**src/rtl/core/sbr_pkg.sv**
```systemverilog
package sbr_pkg;

    localparam int IDX_W     = 64;
    localparam int BYTE_W    = 8;
    localparam int WCAP_W    = 7;
    localparam int PEND_W    = 7;
    localparam int DRAIN_MAX = 64;
    localparam int DRAIN_W   = 7;

    localparam logic [WCAP_W-1:0] WCAP_RESET = 7'd64;

    typedef struct packed {
        logic [IDX_W-1:0]  byte_index;
        logic [BYTE_W-1:0] in_byte;
        logic              segment_empty;
        logic              segment_first;
        logic              segment_last;
        logic              stream_end;
        logic [IDX_W-1:0]  window_end;
    } sbr_item_t;

    typedef struct packed {
        logic closed;
        logic store_empty;
        logic pending_ok;
    } sbr_status_t;

endpackage

```
**src/rtl/core/sbr_ram.sv**
```systemverilog
module sbr_ram #(
    parameter int WIDTH = 8,
    parameter int DEPTH = 64
) (
    input  logic                     clk,
    input  logic                     we,
    input  logic [$clog2(DEPTH)-1:0] waddr,
    input  logic [WIDTH-1:0]         wdata,
    input  logic                     re,
    input  logic [$clog2(DEPTH)-1:0] raddr,
    output logic [WIDTH-1:0]         rdata
);

    logic [WIDTH-1:0] mem [DEPTH];
    logic [WIDTH-1:0] rdata_reg;

    always_ff @(posedge clk)
    begin
        if (we)
        begin
            mem[waddr] <= wdata;
        end
        if (re)
        begin
            rdata_reg <= mem[raddr];
        end
    end

    assign rdata = rdata_reg;

endmodule

```
**src/rtl/core/sbr_front.sv**
```systemverilog
module sbr_front (
    input  logic              clk,
    input  logic              rst_n,
    input  logic              cfg_valid,
    output logic              cfg_ready,
    input  logic [6:0]        cfg_data,
    input  logic              s_axis_tvalid,
    output logic              s_axis_tready,
    input  logic [135:0]      s_axis_tdata,
    input  logic [2:0]        s_axis_tuser,
    input  logic              s_axis_tlast,
    output logic              pop_valid,
    input  logic              pop_ready,
    output sbr_pkg::sbr_item_t pop_item
);
    import sbr_pkg::*;

    logic [WCAP_W-1:0] wcap_reg;
    sbr_item_t         q_reg [2];
    logic              wr_ptr_reg, rd_ptr_reg;
    logic [1:0]        count_reg;
    logic [IDX_W:0]    we_sum;
    sbr_item_t         new_item;
    logic              push, pop;

    assign cfg_ready = 1'b1;

    // saturated window end
    assign we_sum = {1'b0, s_axis_tdata[135:72]} + (IDX_W+1)'(wcap_reg);

    always_comb
    begin
        new_item.byte_index    = s_axis_tdata[63:0];
        new_item.in_byte       = s_axis_tdata[71:64];
        new_item.segment_empty = s_axis_tuser[0];
        new_item.segment_first = s_axis_tuser[1];
        new_item.stream_end    = s_axis_tuser[2];
        new_item.segment_last  = s_axis_tlast;
        new_item.window_end    = we_sum[IDX_W] ? '1 : we_sum[IDX_W-1:0];
    end

    assign s_axis_tready = (count_reg != 2'd2);
    assign push          = s_axis_tvalid && s_axis_tready;
    assign pop_valid     = (count_reg != 2'd0);
    assign pop           = pop_valid && pop_ready;
    assign pop_item      = q_reg[rd_ptr_reg];

    always_ff @(posedge clk)
    begin
        if (push)
        begin
            q_reg[wr_ptr_reg] <= new_item;
        end
    end

    always_ff @(posedge clk or negedge rst_n)
    begin
        if (!rst_n)
        begin
            wcap_reg   <= WCAP_RESET;
            wr_ptr_reg <= 1'b0;
            rd_ptr_reg <= 1'b0;
            count_reg  <= 2'd0;
        end
        else
        begin
            if (cfg_valid)
            begin
                wcap_reg <= cfg_data;
            end
            if (push)
            begin
                wr_ptr_reg <= ~wr_ptr_reg;
            end
            if (pop)
            begin
                rd_ptr_reg <= ~rd_ptr_reg;
            end
            count_reg <= count_reg + 2'(push) - 2'(pop);
        end
    end

endmodule

```
**src/rtl/core/sbr_back.sv**
```systemverilog
module sbr_back #(
    parameter int CAPACITY = 64
) (
    input  logic               clk,
    input  logic               rst_n,
    input  logic               pop_valid,
    output logic               pop_ready,
    input  sbr_pkg::sbr_item_t pop_item,
    output logic               m_axis_tvalid,
    input  logic               m_axis_tready,
    output logic [15:0]        m_axis_tdata,
    output logic               m_axis_tuser,
    output logic               m_axis_tlast,
    output sbr_pkg::sbr_status_t status
);
    import sbr_pkg::*;

    localparam int AW = (CAPACITY > 1) ? $clog2(CAPACITY) : 1;
    localparam int PW = $clog2(CAPACITY + 1);

    typedef enum logic [3:0] {
        ST_IDLE  = 4'b0001,
        ST_EXEC  = 4'b0010,
        ST_DRAIN = 4'b0100,
        ST_EMIT  = 4'b1000
    } back_state_t;

    back_state_t        state_reg;
    sbr_item_t          item_reg;
    logic [IDX_W-1:0]   ne_reg, fi_reg, we_reg;
    logic [AW-1:0]      ne_slot_reg;
    logic [PW-1:0]      pending_reg;
    logic [CAPACITY-1:0] present_reg;
    logic               ign_reg, fk_reg, closed_reg;
    logic [DRAIN_W-1:0] n_reg;

    logic               out_valid_reg, out_flag_reg, out_last_reg, out_closed_reg;
    logic [BYTE_W-1:0]  out_byte_reg;
    logic [PEND_W-1:0]  out_pend_reg;
    logic               out_free, out_load;

    logic [IDX_W-1:0]   we_cur, diff, fi_n, ne_inc;
    logic               ign_cur, live, acc, fk_n, close_now, close_after, last_n;
    logic [AW:0]        slot_sum;
    logic [AW-1:0]      wslot, slot_inc;
    logic               ram_we, ram_re;
    logic [BYTE_W-1:0]  ram_rdata;

    assign out_free  = !out_valid_reg || m_axis_tready;
    assign pop_ready = (state_reg == ST_IDLE);

    always_comb
    begin
        we_cur  = item_reg.segment_first ? item_reg.window_end : we_reg;
        ign_cur = item_reg.segment_first
                ? (closed_reg || (item_reg.window_end <= ne_reg)
                   || (item_reg.byte_index >= item_reg.window_end))
                : ign_reg;
        live    = !ign_cur && !closed_reg;
        diff    = item_reg.byte_index - ne_reg;
        acc     = live && !item_reg.segment_empty && (item_reg.byte_index >= ne_reg)
                  && (item_reg.byte_index < we_cur) && (diff < IDX_W'(CAPACITY));
        slot_sum = {1'b0, ne_slot_reg} + {1'b0, diff[AW-1:0]};
        wslot    = (slot_sum >= (AW+1)'(CAPACITY)) ? AW'(slot_sum - (AW+1)'(CAPACITY))
                                                  : slot_sum[AW-1:0];
        fk_n = fk_reg;
        fi_n = fi_reg;
        if (live && item_reg.segment_last && item_reg.stream_end)
        begin
            if (item_reg.segment_empty)
            begin
                if (item_reg.byte_index < we_cur)
                begin
                    fk_n = 1'b1;
                    fi_n = item_reg.byte_index;
                end
            end
            else if ((item_reg.byte_index < we_cur) && (item_reg.byte_index + 64'd1 < we_cur))
            begin
                fk_n = 1'b1;
                fi_n = item_reg.byte_index + 64'd1;
            end
        end
        close_now   = !closed_reg && fk_n && (ne_reg >= fi_n);
        ne_inc      = ne_reg + 64'd1;
        slot_inc    = (ne_slot_reg == AW'(CAPACITY - 1)) ? '0 : ne_slot_reg + AW'(1);
        close_after = fk_reg && (ne_inc >= fi_reg);
        last_n      = close_after || (n_reg == DRAIN_W'(DRAIN_MAX - 1))
                      || !present_reg[slot_inc];
    end

    assign ram_we = (state_reg == ST_EXEC) && acc;
    assign ram_re = (state_reg == ST_DRAIN) && !closed_reg && present_reg[ne_slot_reg];

    assign out_load = out_free
                      && (((state_reg == ST_DRAIN) && !ram_re) || (state_reg == ST_EMIT));

    sbr_ram #(.WIDTH(BYTE_W), .DEPTH(CAPACITY)) u_store (
        .clk   (clk),
        .we    (ram_we),
        .waddr (wslot),
        .wdata (item_reg.in_byte),
        .re    (ram_re),
        .raddr (ne_slot_reg),
        .rdata (ram_rdata)
    );

    always_ff @(posedge clk)
    begin
        if (pop_valid && pop_ready)
        begin
            item_reg <= pop_item;
        end
    end

    always_ff @(posedge clk or negedge rst_n)
    begin
        if (!rst_n)
        begin
            state_reg      <= ST_IDLE;
            ne_reg         <= '0;
            ne_slot_reg    <= '0;
            fi_reg         <= '0;
            we_reg         <= '0;
            fk_reg         <= 1'b0;
            ign_reg        <= 1'b0;
            closed_reg     <= 1'b0;
            pending_reg    <= '0;
            present_reg    <= '0;
            n_reg          <= '0;
            out_valid_reg  <= 1'b0;
            out_flag_reg   <= 1'b0;
            out_last_reg   <= 1'b0;
            out_closed_reg <= 1'b0;
            out_byte_reg   <= '0;
            out_pend_reg   <= '0;
        end
        else
        begin
            if (out_load)
            begin
                out_valid_reg <= 1'b1;
            end
            else if (m_axis_tready)
            begin
                out_valid_reg <= 1'b0;
            end
            case (state_reg)
                ST_IDLE:
                begin
                    if (pop_valid)
                    begin
                        state_reg <= ST_EXEC;
                    end
                end
                ST_EXEC:
                begin
                    if (item_reg.segment_first)
                    begin
                        we_reg  <= item_reg.window_end;
                        ign_reg <= ign_cur;
                    end
                    fk_reg <= fk_n;
                    fi_reg <= fi_n;
                    if (close_now)
                    begin
                        closed_reg  <= 1'b1;
                        present_reg <= '0;
                        pending_reg <= '0;
                    end
                    else if (acc)
                    begin
                        present_reg[wslot] <= 1'b1;
                        if (!present_reg[wslot])
                        begin
                            pending_reg <= pending_reg + PW'(1);
                        end
                    end
                    n_reg     <= '0;
                    state_reg <= ST_DRAIN;
                end
                ST_DRAIN:
                begin
                    if (ram_re)
                    begin
                        state_reg <= ST_EMIT;
                    end
                    else if (out_free)
                    begin
                        // nothing in order: one status word
                        out_flag_reg   <= 1'b0;
                        out_byte_reg   <= '0;
                        out_closed_reg <= closed_reg;
                        out_pend_reg   <= PEND_W'(pending_reg);
                        out_last_reg   <= 1'b1;
                        state_reg      <= ST_IDLE;
                    end
                end
                ST_EMIT:
                begin
                    if (out_free)
                    begin
                        out_flag_reg   <= 1'b1;
                        out_byte_reg   <= ram_rdata;
                        out_closed_reg <= close_after;
                        out_pend_reg   <= close_after ? '0 : PEND_W'(pending_reg - PW'(1));
                        out_last_reg   <= last_n;
                        ne_reg         <= ne_inc;
                        ne_slot_reg    <= slot_inc;
                        n_reg          <= n_reg + DRAIN_W'(1);
                        if (close_after)
                        begin
                            closed_reg  <= 1'b1;
                            present_reg <= '0;
                            pending_reg <= '0;
                        end
                        else
                        begin
                            present_reg[ne_slot_reg] <= 1'b0;
                            pending_reg              <= pending_reg - PW'(1);
                        end
                        state_reg <= last_n ? ST_IDLE : ST_DRAIN;
                    end
                end
                default:
                begin
                    state_reg <= ST_IDLE;
                end
            endcase
        end
    end

    assign m_axis_tvalid = out_valid_reg;
    assign m_axis_tuser  = out_flag_reg;
    assign m_axis_tlast  = out_last_reg;
    assign m_axis_tdata  = {out_pend_reg, out_closed_reg, out_byte_reg};

    assign status.closed      = closed_reg;
    assign status.store_empty = (present_reg == '0) && (pending_reg == '0);
    assign status.pending_ok  = (pending_reg <= PW'(CAPACITY));

endmodule

```
**src/rtl/core/stream_byte_reassembler.sv**
```systemverilog
// flow: an accepted word waits in the two-word queue, the back end takes it in IDLE, applies it
// in EXEC, reads its first byte from the store in DRAIN and registers it for output in EMIT;
// each further byte repeats DRAIN and EMIT; nothing in order gives one status word
// throughput: one item at a time in the back end, bound by the registered store read
// a two-word queue lets the input side take words while the back end drains
// reset: asynchronous, clears window, present bits, end mark and closed state
module stream_byte_reassembler #(
    parameter int CAPACITY = 64
) (
    input  logic         clk,
    input  logic         rst_n,
    input  logic         cfg_valid,
    output logic         cfg_ready,
    input  logic [6:0]   cfg_data,          // window_capacity
    input  logic         s_axis_tvalid,
    output logic         s_axis_tready,
    input  logic [135:0] s_axis_tdata,      // byte_index, in_byte, reader_consumed
    input  logic [2:0]   s_axis_tuser,      // segment_empty, segment_first, stream_end
    input  logic         s_axis_tlast,      // segment_last
    output logic         m_axis_tvalid,
    input  logic         m_axis_tready,
    output logic [15:0]  m_axis_tdata,      // out_byte, stream_closed, pending_bytes
    output logic         m_axis_tuser,      // out_valid
    output logic         m_axis_tlast       // last_result
);
    import sbr_pkg::*;

    logic        pop_valid, pop_ready;
    sbr_item_t   pop_item;
    sbr_status_t status;

    sbr_front u_front (
        .clk           (clk),
        .rst_n         (rst_n),
        .cfg_valid     (cfg_valid),
        .cfg_ready     (cfg_ready),
        .cfg_data      (cfg_data),
        .s_axis_tvalid (s_axis_tvalid),
        .s_axis_tready (s_axis_tready),
        .s_axis_tdata  (s_axis_tdata),
        .s_axis_tuser  (s_axis_tuser),
        .s_axis_tlast  (s_axis_tlast),
        .pop_valid     (pop_valid),
        .pop_ready     (pop_ready),
        .pop_item      (pop_item)
    );

    sbr_back #(.CAPACITY(CAPACITY)) u_back (
        .clk           (clk),
        .rst_n         (rst_n),
        .pop_valid     (pop_valid),
        .pop_ready     (pop_ready),
        .pop_item      (pop_item),
        .m_axis_tvalid (m_axis_tvalid),
        .m_axis_tready (m_axis_tready),
        .m_axis_tdata  (m_axis_tdata),
        .m_axis_tuser  (m_axis_tuser),
        .m_axis_tlast  (m_axis_tlast),
        .status        (status)
    );

    a_closed_sticky: assert property (@(posedge clk) disable iff (!rst_n)
        status.closed |=> status.closed)
        else $error("closed state dropped");

    a_closed_empty: assert property (@(posedge clk) disable iff (!rst_n)
        status.closed |-> status.store_empty)
        else $error("store not empty after close");

    a_pending_range: assert property (@(posedge clk) disable iff (!rst_n)
        status.pending_ok)
        else $error("pending count above capacity");

endmodule

```
**config.mk**
```make
export PLATFORM = sky130hd
export DESIGN_NAME = stream_byte_reassembler
export DESIGN_NICKNAME = d
export VERILOG_FILES = /design/src/rtl/core/sbr_pkg.sv /design/src/rtl/core/sbr_ram.sv /design/src/rtl/core/sbr_front.sv /design/src/rtl/core/sbr_back.sv /design/src/rtl/core/stream_byte_reassembler.sv
export SDC_FILE = /design/constraint.sdc
export NUM_CORES = 2
export LEC_CHECK = 0
export BUFFER_PORTS_ARGS = -buffer_cell sky130_fd_sc_hd__buf_2
export CAP_MARGIN = 20
export CORE_AREA = 3 3 308 461
export DETAILED_ROUTE_END_ITERATION = 8
export DIE_AREA = 0 0 311 464
export GPL_ROUTABILITY_DRIVEN = 0
export PLACE_DENSITY = 0.66
export SYNTH_ARGS = -nofsm -noshare
export SYNTH_HDL_FRONTEND = slang
export SYNTH_SLANG_ARGS = --single-unit
```
**constraint.sdc**
```tcl
create_clock -name clk -period 22.2 [get_ports clk]
set_input_delay 3.33 -clock clk [delete_from_list [all_inputs] [get_ports clk]]
set_output_delay 3.33 -clock clk [all_outputs]
set_load 0.1 [all_outputs]
```
## Word-level counts from Yosys, hierarchy flattened

Memories as Yosys holds them, arrays and structs flattened. A register that Yosys moved wholly into a read port is not among the register bits.
Index checks and enable logic that the tools add are counted.

| word-level totals | value |
|---|---|
| bits in registers | 313 |
| latch bits | 0 |
| bits in writable memories | 792 |
| memory bits (read-only) | 0 |
| input port bits | 152 |
| logic and storage cells | 184 |
| memories kept | 2 |

| operators by class | value |
|---|---|
| add/subtract/negate cells | 12 |
| multiply operators | 0 |
| divide/modulo/power cells | 0 |
| magnitude comparators | 14 |
| equal/unequal tests | 16 |
| shift-type cells | 0 |
| mux-type cells | 70 |
| bitwise operators | 5 |
| reductions and logical operators | 44 |

Memories:

| memory | depth | bits a word | read ports | clocked after Yosys merged registers in | write ports | line | source |
|---|---|---|---|---|---|---|---|
| u_back.u_store.mem | 64 | 8 | 1 | 1 | 1 | sbr_ram.sv:14 | `logic [WIDTH-1:0] mem [DEPTH];` |
| u_front.q_reg | 2 | 140 | 1 | 1 | 1 | sbr_front.sv:19 | `sbr_item_t q_reg [2];` |

Operators by type and width:

| cell | count |
|---|---|
| 64-bit 2-to-1 mux | 10 |
| 64-bit greater-or-equal comparator | 4 |
| 64-bit by 1-bit adder with 64-bit output, second input constant | 2 |
| 64-bit < comparator | 2 |
| 64-bit case mux with 2 select lines | 1 |
| 64-bit by 7-bit adder with 65-bit output | 1 |
| 64-bit bitwise AND | 1 |
| 64-bit <= comparator | 1 |
| 64-bit by 7-bit < comparator with 1-bit output, second input constant | 1 |
| 64-bit inverter | 1 |
| 64-bit bitwise OR | 1 |
| 64-bit subtractor | 1 |
| 7-bit 2-to-1 mux | 8 |
| 7-bit case mux with 2 select lines | 3 |
| 1-bit 2-to-1 mux | 27 |
| 8-bit 2-to-1 mux | 3 |
| 6-bit by 7-bit < comparator with 1-bit output, second input constant | 3 |
| 1-bit logical AND | 20 |
| 1-bit binary-select mux with 6-bit select | 3 |
| 4-bit 2-to-1 mux | 4 |
| 4-bit case mux with 4 select lines | 1 |
| 8-bit case mux with 2 select lines | 1 |
| 7-bit by 1-bit adder with 7-bit output, second input constant | 2 |
| 1-bit demux with 6-bit select | 2 |
| 28 further kinds | 58 |

## Longest topological paths before layout

| logic depth | value |
|---|---|
| depth after elaboration | 13 |
| gate-level depth with buffers | 41 |

## Hierarchy

From an unflattened synthesis, not the netlist that was laid out.

| second synthesis, totals | value |
|---|---|
| cells, all modules | 6,059 |
| area total of the unflattened synthesis | 70,092.2 µm² |

By module, submodules not included:

| module | times used | cells each | area each (µm²) | seq. area each (µm²) |
|---|---|---|---|---|
| sbr_back | 1 | 4,303 | 37,061.8 | 11,762.5 |
| sbr_ram | 1 | 940 | 20,246.9 | 15,615.0 |
| sbr_front | 1 | 816 | 12,783.5 | 8,684.6 |

## Worst setup path before layout

Ideal clock, no wire load.

| timing path | value |
|---|---|
| kind | input port to flip-flop |
| start | input s_axis_tvalid |
| end | memory u_front.q_reg[0][0] in the netlist's numbering, enable pin |
| library setup time | 642 ps |
| data arrival time | 9,282 ps |
| data required time | 21,558 ps |
| slack | 12,276 ps |
| cell stages on the path | 2 |
| path buffers | 0 |
| cell sequence | nand2_1 -> nor2_1 |

| on the way | value |
|---|---|
| longest elaborated chain between the ends | 3 |

Ends and longest elaborated chain:

| what | line | source |
|---|---|---|
| from (decl) | stream_byte_reassembler.sv:15 | `input logic s_axis_tvalid,` |
| 1-bit logical AND | sbr_front.sv:43 | `assign push = s_axis_tvalid && s_axis_tready;` |
| 1-bit 2-to-1 mux | sbr_front.sv:50 | `if (push)` |
| 1-bit 2-to-1 mux (implied by the code) | sbr_front.sv:52 | `q_reg[wr_ptr_reg] <= new_item;` |
| to (decl) | sbr_front.sv:19 |  |

No other way between the ends.

## Final worst setup path

| timing path | value |
|---|---|
| start | register u_back.item_reg[85] (netlist name) |
| end | register u_back.present_reg[58] |

| on the way | value |
|---|---|
| longest elaborated chain between the ends | 12 |
| elaborated cells on any way between the ends | 33 |

Ends and longest elaborated chain:

| what | line | source |
|---|---|---|
| branches (longest 12 deep; another with 64-bit by 1-bit adder with 64-bit output) | - |  |
| to (signal assigned) | sbr_back.sv:129 | `present_reg <= '0;` |
| to (signal assigned) | sbr_back.sv:168 | `present_reg <= '0;` |
| to (signal, indexed assignment) | sbr_back.sv:173 | `present_reg[wslot] <= 1'b1;` |
| to (decl) | sbr_back.sv:33 | `logic [CAPACITY-1:0] present_reg;` |

Several ways; the timed one is not identified.
A chain may end at the register's enable or synchronous reset.

==> impl_metrics.toml <==
[worst_setup_path]
worst_ep_required_time_ns = 22.81
path_class = "register to register"
crit_family = "simple AND/OR/NAND/NOR gates"
crit_path_start_kind = "register"
critPathLaunch = "u_back.item_reg[85]$_DFFE_PP_"
cp.buffers_inverters = 3
cp-end-kind = "register"
crit_slowest_cell = "nor3_2"
cp_max_fo = 104
worstPathArrival_ns = 12.78
rr_startpoint = "u_back.item_reg[85]$_DFFE_PP_"
critical-path-max-stage-delay_ns = 0.89

[grt]
gr-total-overflow = 0
grt_use_total_pct = 31.5
grt_max_degree = 141
grt_pass1_wl_um = 341000
grt_pass1_vias = 52617
antenna_found_initial = 38

[clock_network]
cts_buffer_depth = 3
clock-sinks = 1253
cts_resized = 0
clock_latency_ns = 0.77
cts_root_buf = "clkbuf_16"
cts_max_level = 3
tritoncts = "yes"
numCtsBuffers = 118
post_cts_buffers = 0
clkTransAtPathRegs_ns = 0.07
ctsHoldBuffers = 0

[detailed_routing]
drc = 0
via_per_inst = 6.56
firstDrtPassIters = 7
first_iter_violations = 6078
ant_nets = 0
wl_per_cell_um = 28.4
wl_um = 233000
vias = 53813

[timing]
rsz0062_at_grt = "false"
setup_viol = 0
layout_worst_path_cycle_share_pct = 54.8
slew_headroom_pct = 20.6
max_freq_ghz = 0.0822
finClkSkew_ns = 0.0445
worstMarginPinSlew_ns = 1.18
hold_viol_final = 0
setup_ws_ns = 10.03
fin_crit_ns = 12.17
hold_ws_ns = 0.478
final.setup.tns_ns = 0
maxSlewViolCount = 0

[synth]
netlist_instances = 6154
avgSynthCellArea_um2 = 11.2
yosysUniqueCellTypes = 103
async_reset_ff_share_pct = 25.0
ys_warn_count = 0
synth_most_common_cell = "edfxtp_1"
ys_top_cells_by_area = "edfxtp_1 41%, dfrtp_1 11%, ha_1 8.5%"
synth_top_area_share_pct = 40.9
netlist_area_um2 = 69000
synth_edf_count = 940
synthFlopType = "edfxtp_1"
synth-seq-cells = 1253
ys_top_cells_by_count = "940 x edfxtp_1, 513 x nand2_1, 466 x ha_1"
synth_fp_nets = 6775
yosysSeqAreaShare_pct = 52.3
synth_top_area_cell = "edfxtp_1"

[power]
power.density_nw_per_um2 = 127
peakVddDrop_uv = 140
p_total_w = 0.00959
leakage_nw = 27.8

[die]
row_count = 167
io_pins = 173
die_w_um = 311
start_util_pct = 49.9
die_height_um = 464
coreArea_um2 = 138000
die-area_um2 = 144000

[placed_design]
dp.cells = 7958
place_ws_ns = 10.42
port_buffers = 171
hpwl_um = 165000

[cells_and_area]
num-nets-final = 6842
drive_above_1_share_pct = 11.3
largest_reg_flops = 512
instances_no_fill = 8201
area_growth_pct = 9.90

[status]
status = "finished clean"

[hold_path]
min-delay-start = "u_back.u_store.rdata[6]$_DFFE_PP_"
worst_hold_path_type = "register to register"

[job]
maxCapViolations = 0
stage by stage:
step	area [um2]	util, %
CTS	75700	54.7
global placement	71700	51.8
finish	75800	54.8
detailed placement	71700	51.8
floorplan	69000	-
global route	75800	54.8
area by class of cell:
class | count | area, um2
Antenna cell | 16 | 40.0
Clock buffer | 147 | 3130
Clock inverter | 78 | 872
Fill cell | 11881 | 62500
Inverter | 254 | 953
Multi-Input combinational cell | 4336 | 30800
Sequential cell | 1253 | 36100
Tap cell | 1859 | 2330
Timing Repair Buffer | 258 | 1560
worst reg2reg max path, delay by kind of cell (launching register included):
family                     cells  cell delay, ns
and+or+nand+nor               13            5.24
AOI/OAI and AO/OA             16            3.93
buffers and inverters          3            1.53
adders and majority gates      2            0.62
DFF                            1            0.54
xor gates and xnor gates       1            0.17
cells in the final DEF (no fill, tap or decap), types with 36 or more instances in the layout:
| master | instances |
|---|---|
| a211oi_1 | 89 |
| a21o_1 | 104 |
| a21oi_1 | 333 |
| a221oi_1 | 66 |
| a22o_1 | 72 |
| a22oi_1 | 235 |
| a31oi_1 | 65 |
| and3_1 | 71 |
| buf_2 | 173 |
| buf_4 | 81 |
| clkbuf_16 | 118 |
| dfrtp_1 | 310 |
| edfxtp_1 | 940 |
| ha_1 | 466 |
| inv_1 | 251 |
| mux2_2 | 154 |
| mux2i_1 | 82 |
| nand2_1 | 511 |
| nand3_1 | 180 |
| nand4_1 | 170 |
| nor2_1 | 395 |
| nor3_1 | 90 |
| nor4_1 | 38 |
| o211ai_1 | 36 |
| o21ai_0 | 300 |
| o22a_1 | 48 |
| o22ai_1 | 43 |
| or3_1 | 45 |
| xnor2_1 | 198 |
| xor2_1 | 79 |
per-layer routing:
layer	global-route usage, %	routed length, um	share of wire (%)	vias up
met5	0	211	0.090	-
met4	23.7	21000	9.0	30
met2	51.4	109000	47	3055
li1	-	-	-	23659
met3	7.71	21600	9.3	992
met1	35.9	81700	35	26077
cell families after synthesis:
| family | count (synthesis) | synth area share, % |
|---|---|---|
| AO/OA/AOI/OAI | 1620 | 15.8 |
| adder cells (fa/ha/maj) | 469 | 8.54 |
| flip-flops | 1253 | 52.3 |
| other | 1 | 0.00544 |
| XOR/XNOR | 278 | 3.53 |
| buffers and inverters | 565 | 3.21 |
| AND/OR/NAND/NOR | 1704 | 12.0 |
| multiplexers | 264 | 4.59 |
worst paths after layout:
kind / cells past startpoint / to / slack (ns)
hold / removal: 1 / u_back.out_byte_reg[6]$_DFFE_PN0P_ / 0.48
setup reg to reg: 35 / u_back.present_reg[58]$_DFFE_PN0P_ / 10.03
max in group asynchronous: 4 / u_back.present_reg[30]$_DFFE_PN0P_ / 17.87
min in group asynchronous: 1 / u_back.ne_reg[57]$_DFFE_PN0P_ / 2.51
hold reg to reg: 1 / u_back.out_byte_reg[6]$_DFFE_PN0P_ / 0.48
setup / recovery: 35 / u_back.present_reg[58]$_DFFE_PN0P_ / 10.03
power by group:
part	switching, W	internal [W]	total (W)
registers	0.000361	0.00309	0.00345
clock network	0.000939	0.00117	0.00211
logic	0.00275	0.00128	0.00403
Power figures use the tool's default switching activity.
